--- src/rtl/core/asgd_pkg.sv ---
// Package: shared constants and register codes for the shake gesture detector.
`timescale 1ns / 1ps
package asgd_pkg;

  localparam int unsigned SampleWidthDef = 16;
  localparam int unsigned CfgDataWidth   = 16;
  localparam int unsigned CfgIdxWidth    = 2;
  localparam int unsigned ThrWidth       = 16;
  localparam int unsigned NeedWidth      = 4;
  localparam int unsigned CountWidth     = 8;
  localparam int unsigned TimerWidth     = 16;

  localparam logic [ThrWidth-1:0]   ShakeThresholdRst = 16'd6400;
  localparam logic [ThrWidth-1:0]   StillBandRst      = 16'd256;
  localparam logic [NeedWidth-1:0]  ShakesNeededRst   = 4'd3;
  localparam logic [TimerWidth-1:0] TimeoutTicksRst   = 16'd450;

  localparam logic [CountWidth-1:0] CountMax = 8'd255;

  localparam logic OpSample = 1'b0;
  localparam logic OpTick   = 1'b1;

  typedef enum logic [CfgIdxWidth-1:0] {
    CFG_SHAKE_THRESHOLD = 2'd0,
    CFG_STILL_BAND      = 2'd1,
    CFG_SHAKES_NEEDED   = 2'd2,
    CFG_TIMEOUT_TICKS   = 2'd3
  } cfg_reg_e;

  typedef struct packed {
    logic                  detected;
    logic                  is_shaking;
    logic [CountWidth-1:0] shake_total;
  } result_t;

endpackage

--- src/rtl/core/accel_shake_gesture_detector_top.sv ---
// Shake gesture detector: per-axis delta check, shake counter and timeout.
// An accepted item's result goes to the output register, or to the skid if the output is stalled.
// Throughput: one item per cycle while the skid is empty (in_stall_o low); the whole update is one
// pass of subtract, compare and counter logic between the item and the state registers.
// A two-entry output (register plus skid) lets items flow while a result waits.
// Reset: asynchronous, active low; state clears to zero, registers to defaults.
`timescale 1ns / 1ps
module accel_shake_gesture_detector_top
  import asgd_pkg::*;
#(
  parameter int unsigned SAMPLE_WIDTH = SampleWidthDef
) (
  input  logic                          clk_i,
  input  logic                          rst_ni,
  input  logic                          cfg_we_i,
  input  logic [CfgIdxWidth-1:0]        cfg_idx_i,
  input  logic [CfgDataWidth-1:0]       cfg_data_i,
  input  logic                          in_valid_i,
  output logic                          in_stall_o,
  input  logic                          op_i,
  input  logic signed [SAMPLE_WIDTH-1:0] accel_x_i,
  input  logic signed [SAMPLE_WIDTH-1:0] accel_y_i,
  input  logic signed [SAMPLE_WIDTH-1:0] accel_z_i,
  output logic                          out_valid_o,
  input  logic                          out_stall_i,
  output logic                          detected_o,
  output logic                          is_shaking_o,
  output logic [CountWidth-1:0]         shake_total_o
);

  localparam int unsigned CmpWidth = (SAMPLE_WIDTH > ThrWidth) ? SAMPLE_WIDTH : ThrWidth;

  // configuration
  logic [ThrWidth-1:0]   thr_q, band_q;
  logic [NeedWidth-1:0]  need_q;
  logic [TimerWidth-1:0] tmo_q;

  always_ff @(posedge clk_i or negedge rst_ni) begin
    if (!rst_ni) begin
      thr_q  <= ShakeThresholdRst;
      band_q <= StillBandRst;
      need_q <= ShakesNeededRst;
      tmo_q  <= TimeoutTicksRst;
    end else if (cfg_we_i) begin
      unique case (cfg_reg_e'(cfg_idx_i))
        CFG_SHAKE_THRESHOLD: thr_q  <= cfg_data_i[ThrWidth-1:0];
        CFG_STILL_BAND:      band_q <= cfg_data_i[ThrWidth-1:0];
        CFG_SHAKES_NEEDED:   need_q <= cfg_data_i[NeedWidth-1:0];
        CFG_TIMEOUT_TICKS:   tmo_q  <= cfg_data_i[TimerWidth-1:0];
        default: ;
      endcase
    end
  end

  // state
  logic signed [SAMPLE_WIDTH-1:0] last_x_q, last_y_q, last_z_q;
  logic signed [SAMPLE_WIDTH-1:0] last_x_d, last_y_d, last_z_d;
  logic                  shaking_q, shaking_d;
  logic [CountWidth-1:0] count_q, count_d;
  logic [TimerWidth-1:0] left_q, left_d;
  logic                  running_q, running_d;
  logic                  det;

  // output register and skid
  logic    out_valid_q, out_valid_d;
  logic    skid_valid_q, skid_valid_d;
  result_t out_q, out_d, skid_q, skid_d, res;

  logic in_acc, out_fire;
  assign in_stall_o = skid_valid_q;
  assign in_acc     = in_valid_i && !skid_valid_q;
  assign out_fire   = out_valid_q && !out_stall_i;

  function automatic logic [SAMPLE_WIDTH-1:0] abs_diff(
    input logic signed [SAMPLE_WIDTH-1:0] a,
    input logic signed [SAMPLE_WIDTH-1:0] b
  );
    logic signed [SAMPLE_WIDTH:0] d;
    logic signed [SAMPLE_WIDTH:0] m;
    d = {a[SAMPLE_WIDTH-1], a} - {b[SAMPLE_WIDTH-1], b};
    m = d[SAMPLE_WIDTH] ? -d : d;
    return m[SAMPLE_WIDTH-1:0];
  endfunction

  logic [CmpWidth-1:0] dx, dy, dz, thr_w, band_w;
  logic                still, shake;
  logic [CountWidth-1:0] count_inc;

  always_comb begin
    dx     = CmpWidth'(abs_diff(last_x_q, accel_x_i));
    dy     = CmpWidth'(abs_diff(last_y_q, accel_y_i));
    dz     = CmpWidth'(abs_diff(last_z_q, accel_z_i));
    thr_w  = CmpWidth'(thr_q);
    band_w = CmpWidth'(band_q);
    still  = (dx < band_w) && (dy < band_w) && (dz < band_w);
    shake  = !still && ((dx > thr_w) || (dy > thr_w) || (dz > thr_w));
    count_inc = (count_q == CountMax) ? count_q : count_q + 1'b1;
  end

  always_comb begin
    last_x_d  = last_x_q;
    last_y_d  = last_y_q;
    last_z_d  = last_z_q;
    shaking_d = shaking_q;
    count_d   = count_q;
    left_d    = left_q;
    running_d = running_q;
    det       = 1'b0;
    if (op_i == OpSample) begin
      last_x_d = accel_x_i;
      last_y_d = accel_y_i;
      last_z_d = accel_z_i;
      if (shake && !shaking_q && (count_q >= CountWidth'(need_q))) begin
        shaking_d = 1'b1;
        count_d   = '0;
        det       = 1'b1;
      end else if (shake) begin
        count_d = count_inc;
        if (count_inc > CountWidth'(need_q)) begin
          left_d    = tmo_q;
          running_d = 1'b1;
        end
      end
    end else if (running_q) begin
      if (left_q <= TimerWidth'(1)) begin
        left_d    = '0;
        running_d = 1'b0;
        count_d   = '0;
        shaking_d = 1'b0;
      end else begin
        left_d = left_q - 1'b1;
      end
    end
    res.detected    = det;
    res.is_shaking  = shaking_d;
    res.shake_total = count_d;
  end

  always_ff @(posedge clk_i or negedge rst_ni) begin
    if (!rst_ni) begin
      last_x_q  <= '0;
      last_y_q  <= '0;
      last_z_q  <= '0;
      shaking_q <= 1'b0;
      count_q   <= '0;
      left_q    <= '0;
      running_q <= 1'b0;
    end else if (in_acc) begin
      last_x_q  <= last_x_d;
      last_y_q  <= last_y_d;
      last_z_q  <= last_z_d;
      shaking_q <= shaking_d;
      count_q   <= count_d;
      left_q    <= left_d;
      running_q <= running_d;
    end
  end

  always_comb begin
    out_valid_d  = out_valid_q;
    skid_valid_d = skid_valid_q;
    out_d        = out_q;
    skid_d       = skid_q;
    if (in_acc) begin
      if (!out_valid_q || out_fire) begin
        out_valid_d = 1'b1;
        out_d       = res;
      end else begin
        skid_valid_d = 1'b1;
        skid_d       = res;
      end
    end else if (out_fire) begin
      if (skid_valid_q) begin
        out_d        = skid_q;
        skid_valid_d = 1'b0;
      end else begin
        out_valid_d = 1'b0;
      end
    end
  end

  always_ff @(posedge clk_i or negedge rst_ni) begin
    if (!rst_ni) begin
      out_valid_q  <= 1'b0;
      skid_valid_q <= 1'b0;
    end else begin
      out_valid_q  <= out_valid_d;
      skid_valid_q <= skid_valid_d;
    end
  end

  always_ff @(posedge clk_i) begin
    out_q  <= out_d;
    skid_q <= skid_d;
  end

  assign out_valid_o   = out_valid_q;
  assign detected_o    = out_q.detected;
  assign is_shaking_o  = out_q.is_shaking;
  assign shake_total_o = out_q.shake_total;

endmodule

--- config.mk ---
export PLATFORM = sky130hd
export DESIGN_NAME = accel_shake_gesture_detector_top
export DESIGN_NICKNAME = d
export VERILOG_FILES = /design/src/rtl/core/asgd_pkg.sv /design/src/rtl/core/accel_shake_gesture_detector_top.sv
export SDC_FILE = /design/constraint.sdc
export NUM_CORES = 1
export LEC_CHECK = 0
export BUFFER_PORTS_ARGS = -buffer_cell sky130_fd_sc_hd__buf_2
export CAP_MARGIN = 40
export CORE_UTILIZATION = 62
export CTS_CLUSTER_SIZE = 8
export DETAILED_ROUTE_END_ITERATION = 8
export PLACE_DENSITY = 0.85
export RECOVER_POWER = 50
export SLEW_MARGIN = 20
export SYNTH_ARGS = -nofsm -noshare
export SYNTH_HDL_FRONTEND = slang
export SYNTH_SLANG_ARGS = --single-unit
--- constraint.sdc ---
create_clock -name clk_i -period 8.1 [get_ports clk_i]
set_clock_uncertainty 0.2 [all_clocks]
set_input_delay 0.81 -clock clk_i [delete_from_list [all_inputs] [get_ports clk_i]]
set_output_delay 0.81 -clock clk_i [all_outputs]
set_load 0.01 [all_outputs]
## Yosys cells after proc, flatten, opt, wreduce, memory -nomap -nowiden

Index checks and enable logic that the tools add are counted.

- Register bits: 148
- Bits of input ports: 72

- Add/sub/neg operators: 8
- Magnitude comparators: 9
- Eq/ne operators: 9
- Mux-type cells: 38
- Bitwise operators: 2
- Reduce and logical (&&, ||, !) cells: 31

Operators by type and width:

| cell | number |
|---|---|
| $mux 16 | 9 |
| $sub 16x16->17 | 3 |
| $gt 16x16->1 | 3 |
| $lt 16x16->1 | 3 |
| $mux 8 | 6 |
| $neg 16->16 | 3 |
| $mux 10 | 4 |
| $mux 1 | 19 |
| $le 16x1->1 const B | 1 |
| $sub 16x1->16 const B | 1 |
| $reduce_and 2->1 | 7 |
| $add 8x1->8 const B | 1 |
| $eq 8x8->1 const B | 1 |
| $ge 8x4->1 | 1 |
| $gt 8x4->1 | 1 |
| $reduce_bool 2->1 | 4 |
| $logic_and 1x1->1 | 7 |
| $ne 2x1->1 const B | 3 |
| $reduce_and 3->1 | 2 |
| $logic_not 1->1 | 5 |
| $reduce_and 5->1 | 1 |
| $eq 2x2->1 const B | 2 |
| $ne 2x2->1 const B | 2 |
| $reduce_and 4->1 | 1 |
| other kinds (4) | 7 |

## Depth between registers and ports, before layout

Gate-level depths: netlist of run 1.

- Depth in word-level cells: 14
- Mapped depth: 25

## Worst setup path after synthesis of run 1

OpenSTA, ideal clock, no wires.

- Path type: input -> register
- Start: input accel_z_i[0]
- End: register out_q, in the netlist shake_total_o[7] (data pin)
- Library setup time: 260 ps
- Arrival time: 5,699 ps
- Setup slack: 1,942 ps
- Stages: 21
- Cells stage by stage: ha_1 -> fa_1 -> nand2b_1 -> a21oi_1 -> o21ai_4 -> or4b_1 -> o311ai_1 -> or4_4 -> or3_4 -> o31ai_4 -> xnor2_1 -> ha_1 -> nand4_1 -> nor2_1 -> a221o_1 -> o31a_1 -> a2111o_1 -> and4_1 -> clkbuf_1 -> a22o_1 -> mux2_2

RTL lines:

| item | line | source |
|---|---|---|
| start, declared | accel_shake_gesture_detector_top.sv:23 | `input logic signed [SAMPLE_WIDTH-1:0] accel_z_i,` |
| end signal, assigned | accel_shake_gesture_detector_top.sv:193 | `out_q <= out_d;` |
| end, declared | accel_shake_gesture_detector_top.sv:67 | `result_t out_q, out_d, skid_q, skid_d, res;` |

## Worst setup path in the final report of run 1

- Start: input accel_y_i[0]
- End: register left_q[1]

- Longest elaborated chain between the ends: 12

Ends and longest elaborated chain:

| item | line | source |
|---|---|---|
| start, declared | accel_shake_gesture_detector_top.sv:22 | `input logic signed [SAMPLE_WIDTH-1:0] accel_y_i,` |
| $sub 16x16->17 (*) | accel_shake_gesture_detector_top.sv:80 | `d = {a[SAMPLE_WIDTH-1], a} - {b[SAMPLE_WIDTH-1], b};` |
| $neg 16->16 | accel_shake_gesture_detector_top.sv:81 | `m = d[SAMPLE_WIDTH] ? -d : d;` |
| $mux 16 (*) | accel_shake_gesture_detector_top.sv:81 |  |
| $lt 16x16->1 | accel_shake_gesture_detector_top.sv:95 | `still = (dx < band_w) && (dy < band_w) && (dz < band_w);` |
| $logic_and 1x1->1 (2 in series) | accel_shake_gesture_detector_top.sv:95 |  |
| $logic_not 1->1 | accel_shake_gesture_detector_top.sv:96 | `shake = !still && ((dx > thr_w) \|\| (dy > thr_w) \|\| (dz > thr_w));` |
| $logic_and 1x1->1 (*) | accel_shake_gesture_detector_top.sv:96 |  |
| $logic_and 1x1->1 (2 in series) | accel_shake_gesture_detector_top.sv:113 | `if (shake && !shaking_q && (count_q >= CountWidth'(need_q))) begin` |
| $ne 2x2->1 (no source line) | n/a |  |
| $reduce_and 5->1 (no source line) (*) | n/a |  |
| end signal, assigned | accel_shake_gesture_detector_top.sv:154 | `left_q <= left_d;` |
| end, declared | accel_shake_gesture_detector_top.sv:60 | `logic [TimerWidth-1:0] left_q, left_d;` |

Every way passes the cells marked *; elsewhere a longest branch is shown, timed or not.
A chain may end at the register's enable or synchronous reset.

==> reports/metrics.cfg, run 1 <==
[run_status]
status=complete, but fails checks
violations=max-capacitance violations, max-slew violations

[worst_setup_path]
worstPathMaxFanout=18
setup.worst_path.start_class=input port
crit_required_ns=8.22
crit_type=in2reg
slowest_delay_ns=0.61
crit_path_top_delay_cell=o41a_1
crit_path_cell_trace=buf_2 -> ha_1 -> fa_1 -> nand2b_1 -> a21oi_2 -> nor4b_1 -> a211oi_1 -> nand4_1 -> or4_4 -> o41a_1 -> a311oi_1 -> xnor2_1 -> ha_1 -> nand4_1 -> nor4_1 -> or3_1 -> a21oi_1 -> a2111o_1 -> nand2_1 -> o41a_1 -> mux2_2
crit_family=compound AO/OA/AOI/OAI gates
worst-path-buf-inv=1
end_kind=register
arrival_ns=6.75

[global_routing]
antenna_found_initial=0
grt.overflow.total=0
grt_use_total_pct=30.3
grt_pass1_vias=10300
grt_start_max_net_pins=61
grt_pass1_wl_mm=48.5

[floorplan]
die_area_um2=20000
die_h_um=141
ioPinCount=84
start_util_pct=63.8
rows=50
chipWidth_um=141
core-area_um2=18900

[timing]
period_minus_slack_ns=6.62
final.setup.tns_ns=0
worst_slew_pin_slew_ns=2.82
rsz0062_at_grt=no
final_max_slew_viol_count=100
fin_crit_sh_pct=81.8
setup_ws_ns=1.48
setup_viol=0
finalHoldViolCount=0
slew_headroom_pct=-87.8
max_freq_ghz=0.151

[routing]
ant_nets=0
drt_iter0_drc=714
vias=10500
wl_per_cell_um=17.5
routed_wirelength_mm=29.0
drtPass1Iterations=7
post-route-drc-count=0
via_per_inst=6.30

[synth]
ys_seq_elements=148
synth_ff_type=dfrtp_1
yosysTopAreaCell=dfrtp_1
synthCells=1307
synth_nets=1537
ys_types=85
ys_seq_area_share_pct=31.7
yosys.area.top_type_share_pct=24.5
yosysMostFrequentCell=ha_1
synth_area_leaders=dfrtp_1, ha_1, mux2_2
async_reset_ff_share_pct=86.5
synthTopCellsByCount=ha_1, dfrtp_1, inv_1
syn_area_um2=12000
yosysWarnings=0
synth.avg_cell_area_um2=9.22
synth_edf_count=20

[cells_and_area]
nets=1618
n_fill_cell=1429
n_antenna_cell=0
drive_gt1_share_pct=16.8
syn_to_final_growth_pct=10.7

[place]
port_buffers=83
place.detailed.hpwl_mm=21.8
gp_congestion=1.04
place_ws_ns=1.17

[clock_network]
clk_pin_slew_ns=0.07
postCtsHoldBufs=0
clockBufferDepth=2
cts_tree=yes
cts.htree.levels=4
cts_sinks=148
cts-root-buf=clkbuf_16
postCtsSetupBuffers=0
ctsResizeCount=0
clkLatencyLatePin_ns=0.44
cts-buffers-inserted=17

[min_path]
hold_class=in2async

[job]
cap_violations=2

kinds of logic after synthesis:
| family | synth area share [%] |
|---|---|
| xor gates and xnor gates | 5.45 |
| AOI/OAI and AO/OA | 18.2 |
| muxes | 8.21 |
| buffers and inverters | 4.33 |
| adders and majority gates | 16.6 |
| DFF | 31.7 |
| and+or+nand+nor | 15.6 |
metrics by stage:
stage / util, % / hold slack (ns) / area [um^2] / instances
finish: 70.6 / 0.148 / 13300 / 1661
global route: 70.6 / 0.205 / 13300 / 1661
CTS: 70.7 / 0.296 / 13400 / 1657
global placement: 67.4 / 0.260 / 12700 / 1624
detailed placement: 67.5 / 0.284 / 12800 / 1625
floorplan: - / 0.243 / 12000 / 1307
worst reg2reg max path, stage by stage (launching register included):
cell and delay (ns):
dfrtp_1 0.32, inv_1 0.05, ha_1 0.20, fa_1 0.39, nand2b_1 0.19, a21oi_2 0.22
nor4b_1 0.09, a211oi_1 0.52, nand4_1 0.20, or4_4 0.46, o41a_1 0.41, a311oi_1 0.26
xnor2_1 0.16, ha_1 0.33, nand4_1 0.15, nor4_1 0.36, or3_1 0.16, a21oi_1 0.06
a2111o_1 0.40, nand2_1 0.23, o41a_1 0.61, mux2_2 0.40
final timing paths:
check                                  start   endpoint  slack, ns  cells after the start
worst max-delay path            accel_y_i[0]  left_q[1]       1.48                     21
max in group asynchronous             rst_ni   thr_q[3]       3.88                      3
worst min-delay path                  rst_ni  left_q[5]       0.15                      1
worst max register to register   last_y_q[0]  left_q[1]       1.61                     21
min in group clk_i                  tmo_q[9]  left_q[9]       0.30                      2
worst min register to register      tmo_q[9]  left_q[9]       0.30                      2
routing by layer:
layer	routed length, um	track usage, %	part of all wire, %	up-vias
li1	-	-	-	4983
met1	11900	37.3	41	4958
met2	14100	52.3	48	416
met3	1880	4.62	6.5	99
met4	1140	14.5	3.9	0
met5	0	0	0	-
area by class of cell:
type | count | area, um^2 | share of cell area (%)
Multi-Input combinational cell | 1021 | 7710 | 57.8
Sequential cell | 148 | 3820 | 28.6
Timing Repair Buffer | 95 | 482 | 3.61
Clock buffer | 20 | 468 | 3.51
Inverter | 105 | 394 | 2.96
Tap cell | 260 | 325 | 2.44
Clock inverter | 12 | 136 | 1.02
sequential cells by signal (all words and copies together) (netlist names), 4 cells and up:
register,cells
skid_q,10
left_q,16
thr_q,16
shake_total_o,8
need_q,4
tmo_q,16
count_q,8
band_q,16
last_x_q,16
last_y_q,16
last_z_q,16
layout by cell type, fill, tap and decap left out, types with 12 or more instances in the layout:
cell type and count:
inv_1 104, nand4_1 26, a21oi_1 77, clkbuf_16 18, xor2_1 27, nor2b_1 15, edfxtp_1 20, nor3_1 34
o21a_1 12, nand3_1 30, nand2_1 103, ha_1 155, mux2_2 86, a21o_1 20, buf_2 79, o21ai_0 85
dfrtp_1 118, o211ai_1 12, nor2_1 80, xnor2_1 48
Power of run 1 is not shown: default switching activity piles up to over one toggle a cycle in this logic, so the estimate is an artifact.
==> run 2: changes to the inputs <==
Clock period 8.1 ns to 6.8 ns, I/O delays scaled along.
==> reports/metrics.cfg, run 2 (same netlist as run 1, synthesis figures left out) <==
[timing]
setup_ws_ns=0.435
worst_slew_pin_slew_ns=3.11
slew_headroom_pct=-107
setup_viol=0
period_minus_slack_ns=6.37
max_freq_ghz=0.157
fin_crit_sh_pct=93.6
final.setup.tns_ns=0
rsz0062_at_grt=no
final_max_slew_viol_count=94
finalHoldViolCount=0

[clock_network]
clkLatencyLatePin_ns=0.44
cts-root-buf=clkbuf_16
clockBufferDepth=2
cts_sinks=148
ctsResizeCount=0
clk_pin_slew_ns=0.07
cts.htree.levels=4
postCtsSetupBuffers=0
cts_tree=yes
postCtsHoldBufs=1
cts-buffers-inserted=17

[cells_and_area]
final_common_cell=ha_1
final_cell_mix=ha_1, dfrtp_1, inv_1, nand2_1, mux2_2
utilization_pct=70.7
n_antenna_cell=0
drive_gt1_share_pct=17.1
nets=1625
n_fill_cell=1503
final_cell_area_um2=13400
syn_to_final_growth_pct=10.9

[worst_setup_path]
end_kind=register
arrival_ns=6.49
crit_type=reg2reg
crit_required_ns=6.93
worstPathMaxFanout=18
setup.worst_path.start_class=register

[place]
place_area_um2=12800
port_buffers=83
place.detailed.hpwl_mm=21.5
gp_congestion=0.975
place_ws_ns=0.0293

[routing]
drtPass1Iterations=6
ant_nets=0
wl_per_cell_um=17.1
via_per_inst=6.16
drt_iter0_drc=592
post-route-drc-count=0
routed_wirelength_mm=28.6
vias=10300

[floorplan]
ioPinCount=84
core-area_um2=18900
die_area_um2=20000
start_util_pct=63.8
chipWidth_um=141
die_h_um=141
rows=50

[global_routing]
grt_pass1_vias=9958
antenna_found_initial=0
grt_start_max_net_pins=61
grt_pass1_wl_mm=47.2
grt.overflow.total=0
grt_use_total_pct=29.7

[run_status]
status=complete, but fails checks
violations=max-capacitance violations, max-slew violations

[min_path]
hold_class=in2reg

[job]
cap_violations=2

-- run 2: stage by stage --
stage / std cells / hold slack, ns
floorplan: 1307 / 0.184
global placement: 1631 / 0.263
detailed placement: 1632 / 0.293
CTS: 1665 / 0.264
global route: 1668 / 0.271
finish: 1668 / 0.273
-- run 2: worst paths after layout --
check | from | endpoint | slack (ns) | cells past startpoint
setup / recovery | last_z_q[0] | left_q[1] | 0.43 | 21
hold / removal | accel_z_i[0] | last_z_q[0] | 0.27 | 3
setup reg to reg | last_z_q[0] | left_q[1] | 0.43 | 21
hold reg to reg | band_q[5] | band_q[5] | 0.31 | 1
max in group asynchronous | rst_ni | last_z_q[15] | 2.44 | 4
min in group asynchronous | rst_ni | left_q[5] | 0.56 | 2
-- run 2: critical path, cell delays in order (launching register included) --
cell,delay [ns]
dfrtp_1,0.33
inv_1,0.05
ha_1,0.20
fa_1,0.40
nand2b_1,0.17
a21oi_1,0.32
o21ai_4,0.11
or4b_1,0.18
o311ai_1,0.19
or4_4,0.59
or3_4,0.40
o31ai_4,0.23
xnor2_1,0.19
ha_1,0.30
nand4_1,0.14
nor2_1,0.06
a221o_1,0.32
o31a_1,0.28
a2111o_1,0.36
nand2_1,0.21
o41a_1,0.60
mux2_2,0.40
-- run 2: layout make-up --
| class | instances | area [um^2] | share of cell area (%) |
|---|---|---|---|
| Multi-Input combinational cell | 1021 | 7710 | 57.8 |
| Timing Repair Buffer | 102 | 531 | 3.97 |
| Clock inverter | 14 | 145 | 1.09 |
| Inverter | 105 | 394 | 2.95 |
| Clock buffer | 18 | 429 | 3.21 |
| Sequential cell | 148 | 3820 | 28.6 |
| Tap cell | 260 | 325 | 2.44 |
-- run 2: per-layer routing --
metal  up-vias  track usage, %  routed length (um)
li1       4989               -                   -
met1      4872            36.6               11900
met2       329            50.9               14000
met3        80            5.43                1610
met4         0            13.0                1050
met5         -               0                   0
Power of run 2 is left out for the same reason.
==> run 3: changes to the inputs <==
Settings changed: CORE_UTILIZATION 62 to 40, PLACE_DENSITY 0.85 to 0.6.
==> reports/metrics.cfg, run 3 (same netlist as run 1, synthesis figures left out) <==
[worst_setup_path]
setup.worst_path.start_class=register
end_kind=register
crit_type=reg2reg
reg2reg_depth=22
worstPathMaxFanout=15
regToRegStartpoint=last_z_q[0]
arrival_ns=6.21
r2r_slack_ns=0.55
r2r_end=shake_total_o[1]
crit_required_ns=6.76

[timing]
finalHoldViolCount=0
period_minus_slack_ns=6.25
fin_crit_sh_pct=92.0
slew_headroom_pct=-178
final.setup.tns_ns=0
setup_viol=0
worst_slew_pin_slew_ns=4.16
final_max_slew_viol_count=73
holdWs_ns=0.261
rsz0062_at_grt=no
max_freq_ghz=0.160

[global_routing]
top_usage_layer=met2
antenna_found_initial=0
grt_pass1_vias=9730
met2_usage_pct=33.2
grt.overflow.total=0
grt_use_total_pct=19.8
grt_pass1_wl_mm=48.6
grt_start_max_net_pins=73
gr-usage-met3_pct=3.48
use_met1_pct=26.1

[floorplan]
die_area_um2=30800
chipWidth_um=176
ioPinCount=84
rows=63
start_util_pct=40.6
core-area_um2=29600
die_h_um=176

[routing]
ant_nets=0
drtPass1Iterations=5
vias=9975
drt_iter0_drc=696
routed_wirelength_mm=29.3
post-route-drc-count=0
via_per_inst=5.54
wl_per_cell_um=16.3

[cells_and_area]
syn_to_final_growth_pct=12.6
drive_gt1_share_pct=16.7
final_common_cell=ha_1
n_fill_cell=2916
final_cell_mix=ha_1, dfrtp_1, inv_1, nand2_1, mux2_2
nets=1628
n_antenna_cell=0
instances_no_fill=1801

[place]
port_buffers=83
place.detailed.hpwl_mm=22.3
dp_cells=1769
gp_congestion=0.881

[min_path]
worstHoldEndpoint=last_x_q[0]
hold_path_depth=3
hold_class=in2reg
hold_start=accel_x_i[0]

[clock_network]
ctsResizeCount=0
postCtsSetupBuffers=0
clockBufferDepth=2
cts_sinks=148
clkLatencyLatePin_ns=0.45
cts-buffers-inserted=17
cts-root-buf=clkbuf_16
cts_tree=yes
cts.htree.levels=4
postCtsHoldBufs=0
clk_pin_slew_ns=0.07

[run_status]
violations=max-capacitance violations, max-slew violations
status=complete, but fails checks

[job]
cap_violations=1

## run 3: changes by cell type in the layout (fill, tap and decap cells not counted)
cell           delta
buf_2            -12
clkbuf_1          +9
buf_4             +5
clkinv_2          -2
bufinv_16         +1
clkbuf_2          +1
clkinv_4          +1
clkinvlp_4        +1
dlygate4sd3_1     -1
inv_4             -1
inv_8             +1
## run 3: layer usage
layer | part of all wire (%) | vias to the layer above | wire (um)
met5 | 0 | - | 0
met3 | 4.1 | 41 | 1210
met1 | 47 | 4752 | 13800
met4 | 2.0 | 0 | 580
li1 | - | 4995 | -
met2 | 47 | 187 | 13700
## run 3: worst max path at each step
stage                       startpoint          endpoint  slack, ns  depth (start not counted)
after CTS                  last_z_q[0]  shake_total_o[1]       0.56                         22
final                      last_z_q[0]  shake_total_o[1]       0.55                         22
after floorplan           accel_z_i[0]  shake_total_o[7]       0.77                         21
after global placement    accel_z_i[0]  shake_total_o[1]       0.25                         22
after detailed placement  accel_z_i[0]  shake_total_o[1]       0.11                         22
after global routing       last_y_q[2]  shake_total_o[1]       0.07                         20
## run 3: cell type report
type	count	area (um^2)	area share (%)
clock buffers	17	425	3.14
clock inverters	15	186	1.37
inverters	105	394	2.91
multi-input cells	1021	7710	56.9
flip-flops and latches	148	3820	28.1
well taps	390	488	3.60
repair buffers	105	541	3.98
## run 3: critical path, cell delays in order, from the launching register on
cell,delay [ns]
dfrtp_1,0.33
inv_1,0.05
ha_1,0.19
fa_1,0.40
nand2b_1,0.18
a21oi_1,0.32
o21ai_4,0.11
or4b_1,0.17
o311ai_1,0.17
or4_4,0.58
or3_4,0.40
o31ai_4,0.23
xnor2_1,0.18
ha_1,0.29
nand4_1,0.14
nor2_1,0.06
a221o_1,0.33
o31a_1,0.28
a2111o_1,0.35
and4_1,0.39
and2_1,0.24
o21ai_0,0.24
a31oi_1,0.12
## run 3: per-stage QoR
step                      setup WS [ns]  util, %  instance area (um^2)
after floorplan                   0.772        -                 12000
after global placement            0.248     43.8                 13000
after detailed placement          0.112     43.9                 13000
after CTS                         0.555     46.0                 13600
after global routing             0.0655     45.8                 13600
final                             0.545     45.8                 13600
Power of run 3 is left out for the same reason.
